**config.mk**
```make
export PLATFORM = sky130hd
export DESIGN_NAME = line_pattern_matcher_top
export DESIGN_NICKNAME = d
export VERILOG_FILES = /design/src/sv/lpm_pkg.sv /design/src/sv/line_pattern_matcher_top.sv /design/src/sv/lpm_cell.sv /design/src/sv/lpm_out_buf.sv
export VERILOG_INCLUDE_DIRS = /design/src /design/src/sv
export SDC_FILE = /design/constraint.sdc
export NUM_CORES = 1
export LEC_CHECK = 0
export BUFFER_PORTS_ARGS = -buffer_cell sky130_fd_sc_hd__buf_4
export CAP_MARGIN = 20
export CORE_AREA = 10 10 247 367
export DETAILED_ROUTE_END_ITERATION = 8
export DIE_AREA = 0 0 257 377
export GPL_TIMING_DRIVEN = 0
export HOLD_SLACK_MARGIN = 0.02
export PLACE_DENSITY_LB_ADDON = 0.12
export SLEW_MARGIN = 30
export SYNTH_ARGS = -nofsm -noshare
export SYNTH_HDL_FRONTEND = slang
export SYNTH_SLANG_ARGS = --single-unit
```
**constraint.sdc**
```tcl
create_clock -name clock -period 9.5 [get_ports clock]
set_clock_uncertainty 0.1 [all_clocks]
set_input_delay 1.9 -clock clock [delete_from_list [all_inputs] [get_ports clock]]
set_output_delay 1.9 -clock clock [all_outputs]
set_load 0.01 [all_outputs]
```
**src/sv/assert_macros.svh**
```systemverilog
// Assertion macros shared by the line pattern matcher modules.
`ifndef ASSERT_MACROS_SVH
`define ASSERT_MACROS_SVH

// Same-cycle implication, checked outside reset.
`define LPM_ASSERT_NOW(label, clk, rst, ante, cons, msg) \
   label: assert property (@(posedge clk) disable iff (rst) (ante) |-> (cons)) else $error(msg);

// Next-cycle implication, checked outside reset.
`define LPM_ASSERT_NEXT(label, clk, rst, ante, cons, msg) \
   label: assert property (@(posedge clk) disable iff (rst) (ante) |=> (cons)) else $error(msg);

`endif

```
**src/sv/lpm_pkg.sv**
```systemverilog
// Shared constants, types and functions of the line pattern matcher.
package lpm_pkg;

   localparam int MAX_PATTERN = 16;
   localparam int MAX_COLUMN  = 4096;
   localparam int HIST_DEPTH  = MAX_PATTERN - 1;
   localparam int COL_W       = $clog2(MAX_COLUMN);
   localparam int LEN_W       = 5;
   localparam int LINE_W      = 32;
   localparam int CSR_IDX_W   = 2;
   localparam int CSR_DATA_W  = 64;

   typedef enum logic [CSR_IDX_W-1:0] {
      CSR_PAT_LOW  = 2'd0,
      CSR_PAT_HIGH = 2'd1,
      CSR_PAT_LEN  = 2'd2,
      CSR_IGN_CASE = 2'd3
   } lpm_csr_index_type;

   typedef struct packed {
      logic shift;
      logic clear;
      logic ignore_case;
   } lpm_cell_ctrl_type;

   typedef struct packed {
      logic              occurrence_end;
      logic [COL_W-1:0]  occurrence_start_column;
      logic [COL_W-1:0]  byte_column;
      logic              line_done;
      logic              line_matched;
      logic [LINE_W-1:0] line_index;
   } lpm_result_type;

   function automatic logic [7:0] fold_byte(input logic [7:0] c, input logic ignore_case);
      logic [7:0] r;
      r = c;
      if (ignore_case && c >= 8'h41 && c <= 8'h5A) begin
         r = c + 8'h20;
      end
      return r;
   endfunction

endpackage

```
**src/sv/line_pattern_matcher_top.sv**
```systemverilog
// Top level of the line pattern matcher: configuration, cell chain and line state.
// Usage:
// The request channel carries one text byte per transfer with a flag on the last
// byte of each line. Each transfer produces exactly one result transfer on the
// response channel: whether a leftmost non-overlapping occurrence of the pattern
// ends at this byte and its start column, the byte's column, the line-end echo,
// whether the line matched (on line end) and the line number.
// A row of 15 history cells shifts the line's bytes along; every cell compares
// its byte with the pattern byte for its distance, so one byte per cycle is
// taken unless requests are stalled, and each result passes through a register.
// Results pass an output register backed by a one-entry skid stage, so the
// block keeps taking bytes while a result waits; it stalls requests only when
// both are full.
// The configuration channel is always ready and writes one register per
// transfer; write it only while no byte is in flight.
// Synchronous reset clears history, counters, the pattern to zero, the
// pattern length to one and case folding off.
`include "assert_macros.svh"
module line_pattern_matcher_top (
   input  logic                            clock,
   input  logic                            reset,
   input  logic                            req_valid,
   output logic                            req_stall,
   input  logic [7:0]                      req_char_byte,
   input  logic                            req_end_of_line,
   output logic                            rsp_valid,
   input  logic                            rsp_stall,
   output logic                            rsp_occurrence_end,
   output logic [lpm_pkg::COL_W-1:0]       rsp_occurrence_start_column,
   output logic [lpm_pkg::COL_W-1:0]       rsp_byte_column,
   output logic                            rsp_line_done,
   output logic                            rsp_line_matched,
   output logic [lpm_pkg::LINE_W-1:0]      rsp_line_index,
   input  logic                            csr_valid,
   output logic                            csr_ready,
   input  logic [lpm_pkg::CSR_IDX_W-1:0]   csr_index,
   input  logic [lpm_pkg::CSR_DATA_W-1:0]  csr_data
);
   import lpm_pkg::*;

   logic [CSR_DATA_W-1:0] pat_low_ff, pat_low_in;
   logic [CSR_DATA_W-1:0] pat_high_ff, pat_high_in;
   logic [LEN_W-1:0]      pat_len_ff, pat_len_in;
   logic                  ign_case_ff, ign_case_in;

   logic [COL_W-1:0]      col_ff, col_in;
   logic [COL_W-1:0]      nas_ff, nas_in;
   logic                  has_ff, has_in;
   logic [LINE_W-1:0]     line_ff, line_in;

   logic [2*CSR_DATA_W-1:0] pat_all;
   logic [LEN_W-1:0]      eff_len;
   logic [7:0]            aligned [MAX_PATTERN];
   logic                  active [MAX_PATTERN];
   logic [LEN_W-1:0]      pidx [MAX_PATTERN];
   logic [7:0]            chain [HIST_DEPTH+1];
   logic [HIST_DEPTH-1:0] cell_match;
   logic                  cur_match;
   logic [COL_W:0]        col_plus1;
   logic [COL_W-1:0]      start_col;
   logic                  hit;
   logic                  occ_accept;
   logic                  item_accept;
   logic                  csr_write;
   lpm_cell_ctrl_type     cell_ctrl;
   lpm_result_type        result;
   lpm_result_type        rsp_data;
   logic                  buf_stall;

   assign csr_ready   = 1'b1;
   assign csr_write   = csr_valid && csr_ready;
   assign req_stall   = buf_stall;
   assign item_accept = req_valid && !req_stall;

   always_comb begin
      pat_low_in  = pat_low_ff;
      pat_high_in = pat_high_ff;
      pat_len_in  = pat_len_ff;
      ign_case_in = ign_case_ff;
      if (csr_write) begin
         unique case (lpm_csr_index_type'(csr_index))
            CSR_PAT_LOW:  pat_low_in  = csr_data;
            CSR_PAT_HIGH: pat_high_in = csr_data;
            CSR_PAT_LEN:  pat_len_in  = csr_data[LEN_W-1:0];
            CSR_IGN_CASE: ign_case_in = csr_data[0];
            default:      pat_len_in  = pat_len_ff;
         endcase
      end
   end

   assign pat_all = {pat_high_ff, pat_low_ff};
   assign eff_len = (pat_len_ff > LEN_W'(MAX_PATTERN)) ? LEN_W'(MAX_PATTERN) : pat_len_ff;

   always_comb begin
      for (int k = 0; k < MAX_PATTERN; k++) begin
         pidx[k]    = eff_len - LEN_W'(k) - LEN_W'(1);
         active[k]  = LEN_W'(k) < eff_len;
         aligned[k] = pat_all[8*pidx[k][$clog2(MAX_PATTERN)-1:0] +: 8];
      end
   end

   assign cell_ctrl.shift       = item_accept && !req_end_of_line;
   assign cell_ctrl.clear       = item_accept && req_end_of_line;
   assign cell_ctrl.ignore_case = ign_case_ff;

   assign chain[0] = req_char_byte;

   for (genvar j = 0; j < HIST_DEPTH; j++) begin : g_cell
      lpm_cell u_cell (
         .clock    (clock),
         .reset    (reset),
         .ctrl     (cell_ctrl),
         .byte_in  (chain[j]),
         .pat_byte (aligned[j+1]),
         .active   (active[j+1]),
         .byte_out (chain[j+1]),
         .match    (cell_match[j])
      );
   end

   assign cur_match  = fold_byte(req_char_byte, ign_case_ff) ==
                       fold_byte(aligned[0], ign_case_ff);
   assign col_plus1  = {1'b0, col_ff} + (COL_W+1)'(1);
   assign start_col  = COL_W'(col_plus1 - (COL_W+1)'(eff_len));
   assign hit        = (eff_len != '0) && (col_plus1 >= (COL_W+1)'(eff_len)) &&
                       cur_match && (&cell_match);
   assign occ_accept = hit && (start_col >= nas_ff);

   always_comb begin
      col_in  = col_ff;
      nas_in  = nas_ff;
      has_in  = has_ff;
      line_in = line_ff;
      if (item_accept) begin
         if (req_end_of_line) begin
            col_in  = '0;
            nas_in  = '0;
            has_in  = 1'b0;
            line_in = (line_ff != '1) ? line_ff + LINE_W'(1) : line_ff;
         end else begin
            has_in = has_ff || hit;
            if (col_plus1 < (COL_W+1)'(MAX_COLUMN)) begin
               col_in = col_plus1[COL_W-1:0];
            end
            if (occ_accept) begin
               nas_in = (col_plus1 < (COL_W+1)'(MAX_COLUMN)) ? col_plus1[COL_W-1:0] :
                        COL_W'(MAX_COLUMN - 1);
            end
         end
      end
   end

   always_ff @(posedge clock) begin
      if (reset) begin
         pat_low_ff  <= '0;
         pat_high_ff <= '0;
         pat_len_ff  <= LEN_W'(1);
         ign_case_ff <= 1'b0;
         col_ff      <= '0;
         nas_ff      <= '0;
         has_ff      <= 1'b0;
         line_ff     <= '0;
      end else begin
         pat_low_ff  <= pat_low_in;
         pat_high_ff <= pat_high_in;
         pat_len_ff  <= pat_len_in;
         ign_case_ff <= ign_case_in;
         col_ff      <= col_in;
         nas_ff      <= nas_in;
         has_ff      <= has_in;
         line_ff     <= line_in;
      end
   end

   always_comb begin
      result.occurrence_end          = occ_accept;
      result.occurrence_start_column = occ_accept ? start_col : '0;
      result.byte_column             = col_ff;
      result.line_done               = req_end_of_line;
      result.line_matched            = req_end_of_line && (has_ff || hit);
      result.line_index              = line_ff;
   end

   lpm_out_buf u_out_buf (
      .clock     (clock),
      .reset     (reset),
      .in_valid  (req_valid),
      .in_data   (result),
      .in_stall  (buf_stall),
      .out_valid (rsp_valid),
      .out_data  (rsp_data),
      .out_stall (rsp_stall)
   );

   assign rsp_occurrence_end          = rsp_data.occurrence_end;
   assign rsp_occurrence_start_column = rsp_data.occurrence_start_column;
   assign rsp_byte_column             = rsp_data.byte_column;
   assign rsp_line_done               = rsp_data.line_done;
   assign rsp_line_matched            = rsp_data.line_matched;
   assign rsp_line_index              = rsp_data.line_index;

   `LPM_ASSERT_NEXT(a_line_end_clears, clock, reset, item_accept && req_end_of_line, (col_ff == '0) && (nas_ff == '0) && !has_ff, "Line state was not cleared after a line end.")
   `LPM_ASSERT_NEXT(a_accept_marks_line, clock, reset, item_accept && occ_accept && !req_end_of_line, has_ff && (nas_ff > $past(start_col) || nas_ff == COL_W'(MAX_COLUMN - 1)), "An accepted occurrence did not update the line state.")

endmodule

```
**src/sv/lpm_cell.sv**
```systemverilog
// One history cell: holds a past byte of the line and compares it with its pattern byte.
module lpm_cell (
   input  logic                       clock,
   input  logic                       reset,
   input  lpm_pkg::lpm_cell_ctrl_type ctrl,
   input  logic [7:0]                 byte_in,
   input  logic [7:0]                 pat_byte,
   input  logic                       active,
   output logic [7:0]                 byte_out,
   output logic                       match
);
   import lpm_pkg::*;

   logic [7:0] hist_ff;
   logic [7:0] hist_in;

   always_comb begin
      hist_in = hist_ff;
      if (ctrl.clear) begin
         hist_in = '0;
      end else if (ctrl.shift) begin
         hist_in = byte_in;
      end
   end

   always_ff @(posedge clock) begin
      if (reset) begin
         hist_ff <= '0;
      end else begin
         hist_ff <= hist_in;
      end
   end

   assign byte_out = hist_ff;
   assign match    = !active ||
                     (fold_byte(hist_ff, ctrl.ignore_case) == fold_byte(pat_byte, ctrl.ignore_case));

endmodule

```
**src/sv/lpm_out_buf.sv**
```systemverilog
// Output register with a skid stage between the compare logic and the result channel.
`include "assert_macros.svh"
module lpm_out_buf (
   input  logic                    clock,
   input  logic                    reset,
   input  logic                    in_valid,
   input  lpm_pkg::lpm_result_type in_data,
   output logic                    in_stall,
   output logic                    out_valid,
   output lpm_pkg::lpm_result_type out_data,
   input  logic                    out_stall
);
   import lpm_pkg::*;

   logic           main_valid_ff, main_valid_in;
   logic           skid_valid_ff, skid_valid_in;
   lpm_result_type main_data_ff, main_data_in;
   lpm_result_type skid_data_ff, skid_data_in;
   logic           take_in;
   logic           main_free;

   assign in_stall  = skid_valid_ff;
   assign take_in   = in_valid && !skid_valid_ff;
   assign main_free = !main_valid_ff || !out_stall;

   always_comb begin
      main_valid_in = main_valid_ff;
      skid_valid_in = skid_valid_ff;
      main_data_in  = main_data_ff;
      skid_data_in  = skid_data_ff;
      if (main_free) begin
         main_valid_in = skid_valid_ff || take_in;
         main_data_in  = skid_valid_ff ? skid_data_ff : in_data;
         skid_valid_in = 1'b0;
      end else if (take_in) begin
         skid_valid_in = 1'b1;
         skid_data_in  = in_data;
      end
   end

   always_ff @(posedge clock) begin
      if (reset) begin
         main_valid_ff <= 1'b0;
         skid_valid_ff <= 1'b0;
      end else begin
         main_valid_ff <= main_valid_in;
         skid_valid_ff <= skid_valid_in;
      end
      main_data_ff <= main_data_in;
      skid_data_ff <= skid_data_in;
   end

   assign out_valid = main_valid_ff;
   assign out_data  = main_data_ff;

   `LPM_ASSERT_NOW(a_skid_needs_main, clock, reset, skid_valid_ff, main_valid_ff, "Skid stage holds a result while the output register is empty.")
   `LPM_ASSERT_NEXT(a_stalled_kept, clock, reset, main_valid_ff && out_stall, main_valid_ff, "A stalled result was dropped.")

endmodule
```
### Word-level counts from Yosys, hierarchy flattened

Index checks and enable logic that the tools add are counted.
W data, S select, Z words.

* bits in registers: 431
* bits in latches: 0
* memory bits (writable): 0
* bits in read-only memories: 0
* logic and storage cells: 387
* memories kept: 0

* add/subtract/negate cells: 65
* multipliers: 0
* divide/modulo/power cells: 0
* magnitude comparators: 83
* equality and inequality tests: 20
* shift-type cells: 16
* muxes and demuxes: 41
* bitwise logic cells: 1
* reduce and logical (&&, ||, !) cells: 124

Operator list (number)
* $shiftx A128 B8 Y8: 16
* $add A8 B6 Y8 const B: 32
* $ge A8 B7 Y1 const B: 32
* $le A8 B7 Y1 const B: 32
* $mux W8: 32
* $eq A8 B8 Y1: 16
* $logic_and A1 B1 Y1: 72
* $mux W12: 6
* $sub A4 B1 Y4 const B: 16
* $mux W59: 1
* $lt A4 B5 Y1 const A: 8
* $add A32 B1 Y32 const B: 1
* $ne A32 B32 Y1 const B: 1
* $sub A4 B4 Y4 const B: 8
* $lt A3 B5 Y1 const A: 4
* $logic_not A1 Y1: 19
* $logic_or A1 B1 Y1: 18
* $sub A4 B3 Y4 const B: 4
* $reduce_and A15 Y1: 1
* $reduce_and A2 Y1: 7
* $add A12 B1 Y13 const B: 1
* $ge A13 B5 Y1: 1
* $lt A13 B13 Y1 const B: 1
* $ge A12 B12 Y1: 1
* other kinds (15): 20

### Depth between registers and ports, before layout

Gate-level depths: netlist of run 1.

* depth after elaboration: 16
* mapped depth: 31
* mapped depth without buffers: 21

### By module

Synthesis of run 1 repeated with hierarchy kept, for this count alone.

* cells, all modules: 2834
* area, all modules: 28278.4 um^2

Modules (own cells, without submodules)
* line_pattern_matcher_top: times used 1, cells an instance 1698, area an instance 15642.5 um^2, seq. area each 3823.7 um^2
* lpm_cell: times used 15, cells an instance 63, area an instance 534.3 um^2, seq. area each 160.2 um^2
* lpm_out_buf: times used 1, cells an instance 191, area an instance 4621.9 um^2, seq. area each 3583.4 um^2

### Least setup slack after synthesis of run 1

Ideal clock, no wire load.

* path kind: input to register
* start: input port rsp_stall
* end: register u_out_buf.skid_data_ff[0] (netlist name) (enable)
* data arrival time: 5.889 ns
* slack: 3.035 ns
* stages on the path: 2
* path buffers: 0
* path through: nand2_1 nor2_1

* cells in the longest elaborated chain, start to end: 4

Ends and longest elaborated chain
* start, declared: line line_pattern_matcher_top.sv:27 `input logic rsp_stall,`
* $logic_not A1 Y1: line lpm_out_buf.sv:24 `assign main_free = !main_valid_ff || !out_stall;`
* $logic_or A1 B1 Y1: line lpm_out_buf.sv:24
* $not A1 Y1 (no source line)
* $reduce_and A2 Y1 (no source line)
* end signal, assigned: line lpm_out_buf.sv:50 `skid_data_ff <= skid_data_in;`
* end, declared: line lpm_out_buf.sv:18 `lpm_result_type skid_data_ff, skid_data_in;`

No other way between the ends.
A chain may end at the register's enable or synchronous reset.

### Worst setup path after layout of run 1

* start: register pat_len_ff[0]
* end: register u_out_buf.main_data_ff, in the netlist u_out_buf.out_data[56], data pin

* cells in the longest elaborated chain, start to end: 16
* elaborated cells between the ends (all ways): 216
* those cells by class: add/sub: 47; order compare: 50; eq/ne: 16; shift: 16; mux: 19; reduce/logical: 68

Ends and longest elaborated chain
* start, declared: line line_pattern_matcher_top.sv:43 `logic [LEN_W-1:0] pat_len_ff, pat_len_in;`
* start signal, assigned: line line_pattern_matcher_top.sv:166 `pat_len_ff <= pat_len_in;`
* $gt A5 B5 Y1: line line_pattern_matcher_top.sv:92 `assign eff_len = (pat_len_ff > LEN_W'(MAX_PATTERN)) ? LEN_W'(MAX_PATTERN) : pat_len_ff;`
* $mux W5 (*): line line_pattern_matcher_top.sv:92
* $sub A4 B1 Y4, or another cell as far along: line line_pattern_matcher_top.sv:96 `pidx[k] = eff_len - LEN_W'(k) - LEN_W'(1);`
* $sub A4 B1 Y4: line line_pattern_matcher_top.sv:96
* $shiftx A128 B8 Y8: line line_pattern_matcher_top.sv:98 `aligned[k] = pat_all[8*pidx[k][$clog2(MAX_PATTERN)-1:0] +: 8];`
* $ge A8 B7 Y1: line lpm_pkg.sv:38 `if (ignore_case && c >= 8'h41 && c <= 8'h5A) begin`
* $logic_and A1 B1 Y1 (2 in series): line lpm_pkg.sv:38
* $mux W8: line lpm_pkg.sv:38
* $eq A8 B8 Y1: line lpm_cell.sv:36 `(fold_byte(hist_ff, ctrl.ignore_case) == fold_byte(pat_byte, ctrl.ignore_case));`
* $logic_or A1 B1 Y1: line lpm_cell.sv:35 `assign match = !active ||`
* $reduce_and A15 Y1: line line_pattern_matcher_top.sv:126 `cur_match && (&cell_match);`
* $logic_and A1 B1 Y1: line line_pattern_matcher_top.sv:126
* $logic_and A1 B1 Y1: line line_pattern_matcher_top.sv:127 `assign occ_accept = hit && (start_col >= nas_ff);`
* $mux W12 (*): line line_pattern_matcher_top.sv:177 `result.occurrence_start_column = occ_accept ? start_col : '0;`
* $mux W59 (*): line lpm_out_buf.sv:33 `main_data_in = skid_valid_ff ? skid_data_ff : in_data;`
* end signal, assigned: line lpm_out_buf.sv:49 `main_data_ff <= main_data_in;`
* end, declared: line lpm_out_buf.sv:17 `lpm_result_type main_data_ff, main_data_in;`

Mark *: on every way between the ends. The rest lies on a longest branch, timed or not.

==> results.py, run 1 <==
metrics = {
    "logic_synthesis": {
        "ys_ff_latch": 431,
        "syn_inst": 4011,
        "synth-edff-count": 118,
        "yosysWarningCount": 0,
        "avgSynthCellArea_um2": 8.321,
        "synth_top_area_share_pct": 18.77,
        "yosysSeqAreaShare_pct": 29.39,
        "async_flop_share_pct": 0,
        "synth.most_common_cell": "nand2_1",
        "synthTopCellsByCount": "nand2_1 (809), a21oi_1 (370), mux2i_1 (370), dfxtp_1 (313), nor2_1 (216)",
        "synth_ff_type": "dfxtp_1",
        "netlist_area_mm2": 0.03337,
        "syn_nets": 4150,
        "ys_types": 111,
        "synth_area_leader_cell": "dfxtp_1",
        "synth_area_leaders": "dfxtp_1 (19%), mux2i_1 (11%), edfxtp_1 (11%), nand2_1 (9.1%), mux4_2 (6.0%)",
    },
    "timing": {
        "setup_viol": 0,
        "max_slew_margin_pct": 19.73,
        "finalCritPeriodShare_pct": 99.51,
        "slew_viol_final": 0,
        "fmax_mhz": 105.8,
        "rsz0062_at_grt": "no",
        "setup_ws_ps": 46.48,
        "fin_tns_setup_ps": 0,
        "min_period_ps": 9454,
        "worst_pin_slew_ps": 1204,
        "hold_viol": 0,
    },
    "clocking": {
        "worst_skew_pair.late_latency_ps": 640,
        "h-tree-depth": 2,
        "cts_sinks": 431,
        "post-cts-setup-buffers": 0,
        "clkSlewWorstSetupHoldPaths_ps": 60,
        "cts_tree": "built",
        "cts_hold_buf": 0,
        "clockBufferDepth": 3,
        "clockRootBuffer": "clkbuf_16",
        "cts_buffers": 44,
    },
    "worst_setup_path": {
        "cp_max_fo": 11,
        "cp.arrival_ps": 9770,
        "timing.rr.end": "u_out_buf.out_data[56]",
        "start_kind": "flip-flop",
        "r2r_setup_slack_ps": 50,
        "crit_start": "pat_len_ff[0]",
        "cp.required_ps": 9820,
        "crit_path_max_incr_delay_ps": 680,
        "crit_path_end_kind": "flip-flop",
        "r2r_cells": 25,
        "crit_type": "flip-flop to flip-flop",
        "reg2reg_from": "pat_len_ff[0]",
        "crit_path_end": "u_out_buf.out_data[56]",
        "slowest_stage": "mux2i_2",
        "cp_common_cell": "buf_2",
    },
    "placed_design": {
        "dp_slack_ps": -536.8,
        "gp_congestion": 1.123,
        "place_area_mm2": 0.03604,
        "dp_hpwl_mm": 155.9,
        "io_buffers": 140,
    },
    "finish": {
        "drive_gt1_share_pct": 14.42,
        "design_area_mm2": 0.03768,
        "areaGrowthSynthToFinish_pct": 12.89,
        "finalNetCount": 4344,
    },
    "pwr": {
        "power_leakage_nw": 14.97,
        "p_per_area_mw_per_mm2": 141.2,
        "power.total_mw": 5.319,
        "ir_drop_uv": 128.7,
    },
    "global_route": {
        "grt_pass1_vias": 33510,
        "grt_usage_pct": 41.03,
        "antenna_found_initial": 15,
        "grt_pass1_wl_mm": 279.0,
        "gr-total-overflow": 0,
        "grt_start_max_net_pins": 34,
    },
    "die": {
        "dieArea_mm2": 0.09689,
        "design.core.area_mm2": 0.08361,
        "die_x_um": 257,
        "die_y_um": 377,
        "placement_rows": 130,
        "initial_utilization_pct": 39.92,
        "pin_count": 142,
    },
    "route": {
        "wl_mm": 204.9,
        "vias": 35560,
        "first_iter_violations": 4560,
        "dr.pass1.iters": 8,
        "wl_per_cell_um": 38.20,
        "antenna_left": 0,
        "post-route-drc-count": 0,
        "viasPerCell": 6.631,
    },
    "worst_hold_path": {
        "hp-class": "flip-flop to flip-flop",
    },
    "flow_run": {
        "maxCapViolations": 0,
    },
    "run_status": {
        "status": "finished clean",
    },
}
## state kept, by name, summed over array words and instances (netlist names)
signal and count:
has_ff 1, line_ff 32, u_out_buf.out_valid 1, nas_ff 12
g_cell.u_cell.byte_out 120, col_ff 12, u_out_buf.skid_data_ff 59, u_out_buf.in_stall 1
pat_low_ff 64, pat_len_ff 5, pat_high_ff 64, ign_case_ff 1
u_out_buf.out_data 59
## cell families after synthesis
| family | after synthesis | share of synthesized area, % |
|---|---|---|
| simple gates | 1534 | 20.84 |
| fa+ha+maj | 60 | 2.264 |
| compound gates | 889 | 17.22 |
| xor+xnor | 193 | 5.264 |
| mux | 544 | 19.99 |
| other cells | 1 | 0.01124 |
| buf+inv | 359 | 5.020 |
| flops | 431 | 29.39 |
## cell usage in the layout (no fill, tap or decap), types with 17 or more instances in the layout
| cell | instances |
|---|---|
| nand2_1 | 808 |
| a21oi_1 | 367 |
| mux2i_1 | 356 |
| dfxtp_1 | 308 |
| nor2_1 | 210 |
| buf_4 | 182 |
| nand3_1 | 171 |
| clkbuf_1 | 145 |
| edfxtp_1 | 118 |
| xnor2_1 | 103 |
| mux4_2 | 89 |
| o21ai_0 | 87 |
| xor2_1 | 83 |
| mux2_2 | 82 |
| buf_2 | 75 |
| nor3_1 | 73 |
| inv_1 | 59 |
| ha_1 | 57 |
| a211oi_1 | 47 |
| clkbuf_16 | 44 |
| a31oi_1 | 42 |
| nand4_1 | 37 |
| a21o_1 | 35 |
| or3_1 | 34 |
| and3_1 | 31 |
| o211ai_1 | 31 |
| a22oi_1 | 30 |
| o31ai_1 | 29 |
| o22ai_1 | 27 |
| nor3b_1 | 22 |
| buf_1 | 18 |
| nand2b_1 | 17 |
| nor4_1 | 17 |
## worst max-delay path, delay by kind of cell, from the launching register on
kind            cells  cell delay, ps
xor+xnor            1             210
simple gates        3             960
fa+ha+maj           1             240
mux                 1             680
flops               1             300
compound gates      7            2420
buf+inv            12            4250
## how the worst min path moves through the flow
stage,startpoint,endpoint,depth (start not counted)
floorplan,col_ff[5],u_out_buf.skid_data_ff[39],0
global placement,col_ff[5],u_out_buf.skid_data_ff[39],0
detailed placement,col_ff[6],u_out_buf.skid_data_ff[40],0
CTS,col_ff[6],u_out_buf.skid_data_ff[40],0
global route,col_ff[6],u_out_buf.skid_data_ff[40],0
finish,col_ff[6],u_out_buf.skid_data_ff[40],0
## area by class of cell
cell class	instances	area, µm²
inverters	65	246.5
clock inverters	20	286.5
fillers	8698	45930
flip-flops and latches	431	9816
repair buffers	149	1191
plain buffers	293	1444
clock buffers	58	1214
diodes	4	10.01
multi-input cells	3221	22060
well taps	1122	1404
## repair_timing
action / CTS / global route
setup endpoints to repair: 41 / 41
resized for setup: 2 / 19
cloned: 0 / 0
## report_power, final
group          total (mW)  internal (mW)  switching, mW
combinational        1.41          0.476          0.935
clock                1.87           1.07          0.799
sequential           2.04           1.93          0.107
## metal layers
metal  vias to the layer above  track usage (%)  part of all wire (%)
li1                      15070                -                     -
met1                     17200            44.07                    34
met2                      2442            63.82                    43
met3                       840            11.73                   9.7
met4                        10            40.13                    12
met5                         -                0                 0.030
## per-stage QoR
step	std cells	hold WS [ps]	utilization (%)
after CTS	5359	342.1	44.90
after global routing	5359	347.1	45.05
after floorplan	4011	306.4	-
final	5363	340.5	45.06
after global placement	5273	314.0	42.86
after detailed placement	5282	327.0	43.11
Note: power is estimated with default switching activity, not from simulation.
==> inputs of run 2 (changes only) <==
--- a/config.mk
+++ b/config.mk
@@ -8,9 +8,9 @@
 export LEC_CHECK = 0
 export BUFFER_PORTS_ARGS = -buffer_cell sky130_fd_sc_hd__buf_4
 export CAP_MARGIN = 20
-export CORE_AREA = 10 10 247 367
+export CORE_AREA = 2 2 239 359
 export DETAILED_ROUTE_END_ITERATION = 8
-export DIE_AREA = 0 0 257 377
+export DIE_AREA = 0 0 241 361
 export GPL_TIMING_DRIVEN = 0
 export HOLD_SLACK_MARGIN = 0.02
 export PLACE_DENSITY_LB_ADDON = 0.12
==> run 2 against run 1 <==
Net effect: non-clock buffer count rose by 1; via count is 1.5% higher; final cell count increased by 0.24%; register-to-register slack lost 20 ps; largest power group unchanged; core utilization did not move; largest cell class unchanged; sequential power hardly changed; combinational power about the same; critical endpoint is now u_out_buf.out_data[32].
==> results.py, run 2 (synthesized netlist as in run 1, its figures left out) <==
metrics = {
    "finish": {
        "final_cell_mix": "nand2_1 (808), a21oi_1 (367), mux2i_1 (356)",
        "design_area_mm2": 0.03768,
        "finalNetCount": 4346,
        "largest_reg_flops": 120,
        "drive_gt1_share_pct": 14.48,
        "areaGrowthSynthToFinish_pct": 12.89,
        "final_cells": 5376,
        "final_common_cell": "nand2_1",
    },
    "die": {
        "dieArea_mm2": 0.08700,
        "placement_rows": 130,
        "pin_count": 142,
        "design.core.area_mm2": 0.08361,
        "initial_utilization_pct": 39.92,
        "die_x_um": 241,
        "die_y_um": 361,
    },
    "worst_setup_path": {
        "r2r_cells": 27,
        "reg2reg_from": "pat_len_ff[0]",
        "crit_path_end": "u_out_buf.out_data[32]",
        "r2r_setup_slack_ps": 20,
        "cp.arrival_ps": 9830,
        "timing.rr.end": "u_out_buf.out_data[32]",
        "crit_type": "flip-flop to flip-flop",
        "cp.required_ps": 9850,
        "crit_start": "pat_len_ff[0]",
        "start_kind": "flip-flop",
        "cp_max_fo": 11,
        "crit_path_end_kind": "flip-flop",
    },
    "timing": {
        "slew_viol_final": 0,
        "whs_ps": 336.6,
        "rsz0062_at_grt": "no",
        "setup_viol": 0,
        "max_slew_margin_pct": 16.94,
        "worst_pin_slew_ps": 1211,
        "fmax_mhz": 105.5,
        "finalCritPeriodShare_pct": 99.74,
        "min_period_ps": 9475,
        "hold_viol": 0,
    },
    "route": {
        "viasPerCell": 6.717,
        "dr.pass1.iters": 6,
        "wl_mm": 205.2,
        "post-route-drc-count": 0,
        "wl_per_cell_um": 38.17,
        "antenna_left": 0,
        "first_iter_violations": 4671,
        "vias": 36110,
    },
    "global_route": {
        "grt_usage_pct": 46.65,
        "gr-total-overflow": 0,
        "grt_pass1_vias": 33880,
        "grt_start_max_net_pins": 35,
        "antenna_found_initial": 15,
        "grt_pass1_wl_mm": 279.3,
    },
    "pwr": {
        "power_leakage_nw": 14.97,
        "ir_drop_uv": 193.7,
        "power.total_mw": 5.268,
        "p_per_area_mw_per_mm2": 139.8,
    },
    "clocking": {
        "cts_tree": "built",
        "cts_sinks": 431,
        "worst_skew_pair.late_latency_ps": 650,
        "cts_buffers": 45,
        "clkSlewWorstSetupHoldPaths_ps": 60,
        "post-cts-setup-buffers": 0,
        "clockBufferDepth": 3,
        "h-tree-depth": 2,
        "cts_hold_buf": 0,
        "clockRootBuffer": "clkbuf_16",
    },
    "placed_design": {
        "dp_hpwl_mm": 153.9,
        "gp_congestion": 1.139,
        "dp.cells": 5282,
        "place_area_mm2": 0.03607,
        "io_buffers": 140,
    },
    "run_status": {
        "status": "finished clean",
    },
    "worst_hold_path": {
        "hp-class": "flip-flop to flip-flop",
    },
    "flow_run": {
        "maxCapViolations": 0,
    },
}
-- run 2: cell count changes in the layout (fill, tap and decap cells not counted), moves of 3 or more --
cell	previous run	this run
clkbuf_2	14	20
clkbuf_1	145	140
diode_2	4	13
clkinv_2	4	7
bufinv_16	6	3
-- run 2: repair_timing --
item                                   4_1_cts  5_1_grt
endpoints found under the hold margin        0        0
pin swaps                                    0        0
setup endpoints to repair                   33       41
resized for setup                            2        8
-- run 2: per-stage QoR --
step                      TNS (ps)  utilization, %  setup WS (ps)
after global placement      -25020           42.86         -691.5
after floorplan                  0               -           3035
final                            0           45.06          24.71
after detailed placement    -659.4           43.15         -89.61
after CTS                        0           44.90          113.2
after global routing             0           45.03          17.38
-- run 2: layout make-up --
| cell class | instances | area [µm²] |
|---|---|---|
| antenna | 13 | 32.53 |
| buffer | 294 | 1455 |
| clock buffer | 58 | 1236 |
| clock inverter | 23 | 222.7 |
| fill | 8681 | 45930 |
| inverter | 65 | 246.5 |
| multi-input combinational | 3221 | 22060 |
| sequential | 431 | 9813 |
| tap | 1122 | 1404 |
| timing repair buffer | 149 | 1209 |
-- run 2: worst min-delay path by stage --
stage | cells past startpoint | startpoint | slack (ps) | to
2_1_floorplan | 0 | col_ff[5] | 310 | u_out_buf.skid_data_ff[39]
3_3_place_gp | 0 | col_ff[5] | 310 | u_out_buf.skid_data_ff[39]
3_5_place_dp | 0 | col_ff[6] | 320 | u_out_buf.skid_data_ff[40]
4_1_cts | 0 | col_ff[6] | 340 | u_out_buf.skid_data_ff[40]
5_1_grt | 0 | col_ff[6] | 350 | u_out_buf.skid_data_ff[40]
6_report | 0 | col_ff[5] | 340 | u_out_buf.skid_data_ff[39]
-- run 2: power breakdown --
part	internal, mW	switching, mW
registers	1.93	0.109
logic	0.476	0.938
clock network	1.01	0.805
-- run 2: critical path, cell delays in order (launching register included) --
cell       delay [ps]
dfxtp_1           300
buf_4             210
nor2b_4           160
buf_6             170
inv_4             210
buf_4             280
buf_2             440
buf_4             410
buf_2             540
buf_2             550
ha_1              240
buf_2             370
buf_2             400
buf_2             480
mux2i_1           860
nand3_1           190
a21o_1            220
o2111ai_1         160
a211oi_1          140
a2111oi_2         450
a21boi_0          310
xnor2_1           220
o32ai_1           320
o2111ai_1         240
o41ai_4           530
and2_1            250
nor2_1            160
o31ai_1           250
-- run 2: routing by layer --
| metal | global-route usage [%] | vias up | routed length (µm) |
|---|---|---|---|
| met1 | 50.37 | 17440 | 69830 |
| met3 | 15.99 | 1022 | 21070 |
| met2 | 70.18 | 2552 | 88330 |
| met5 | 0 | - | 57 |
| met4 | 45.21 | 10 | 25900 |
| li1 | - | 15080 | - |
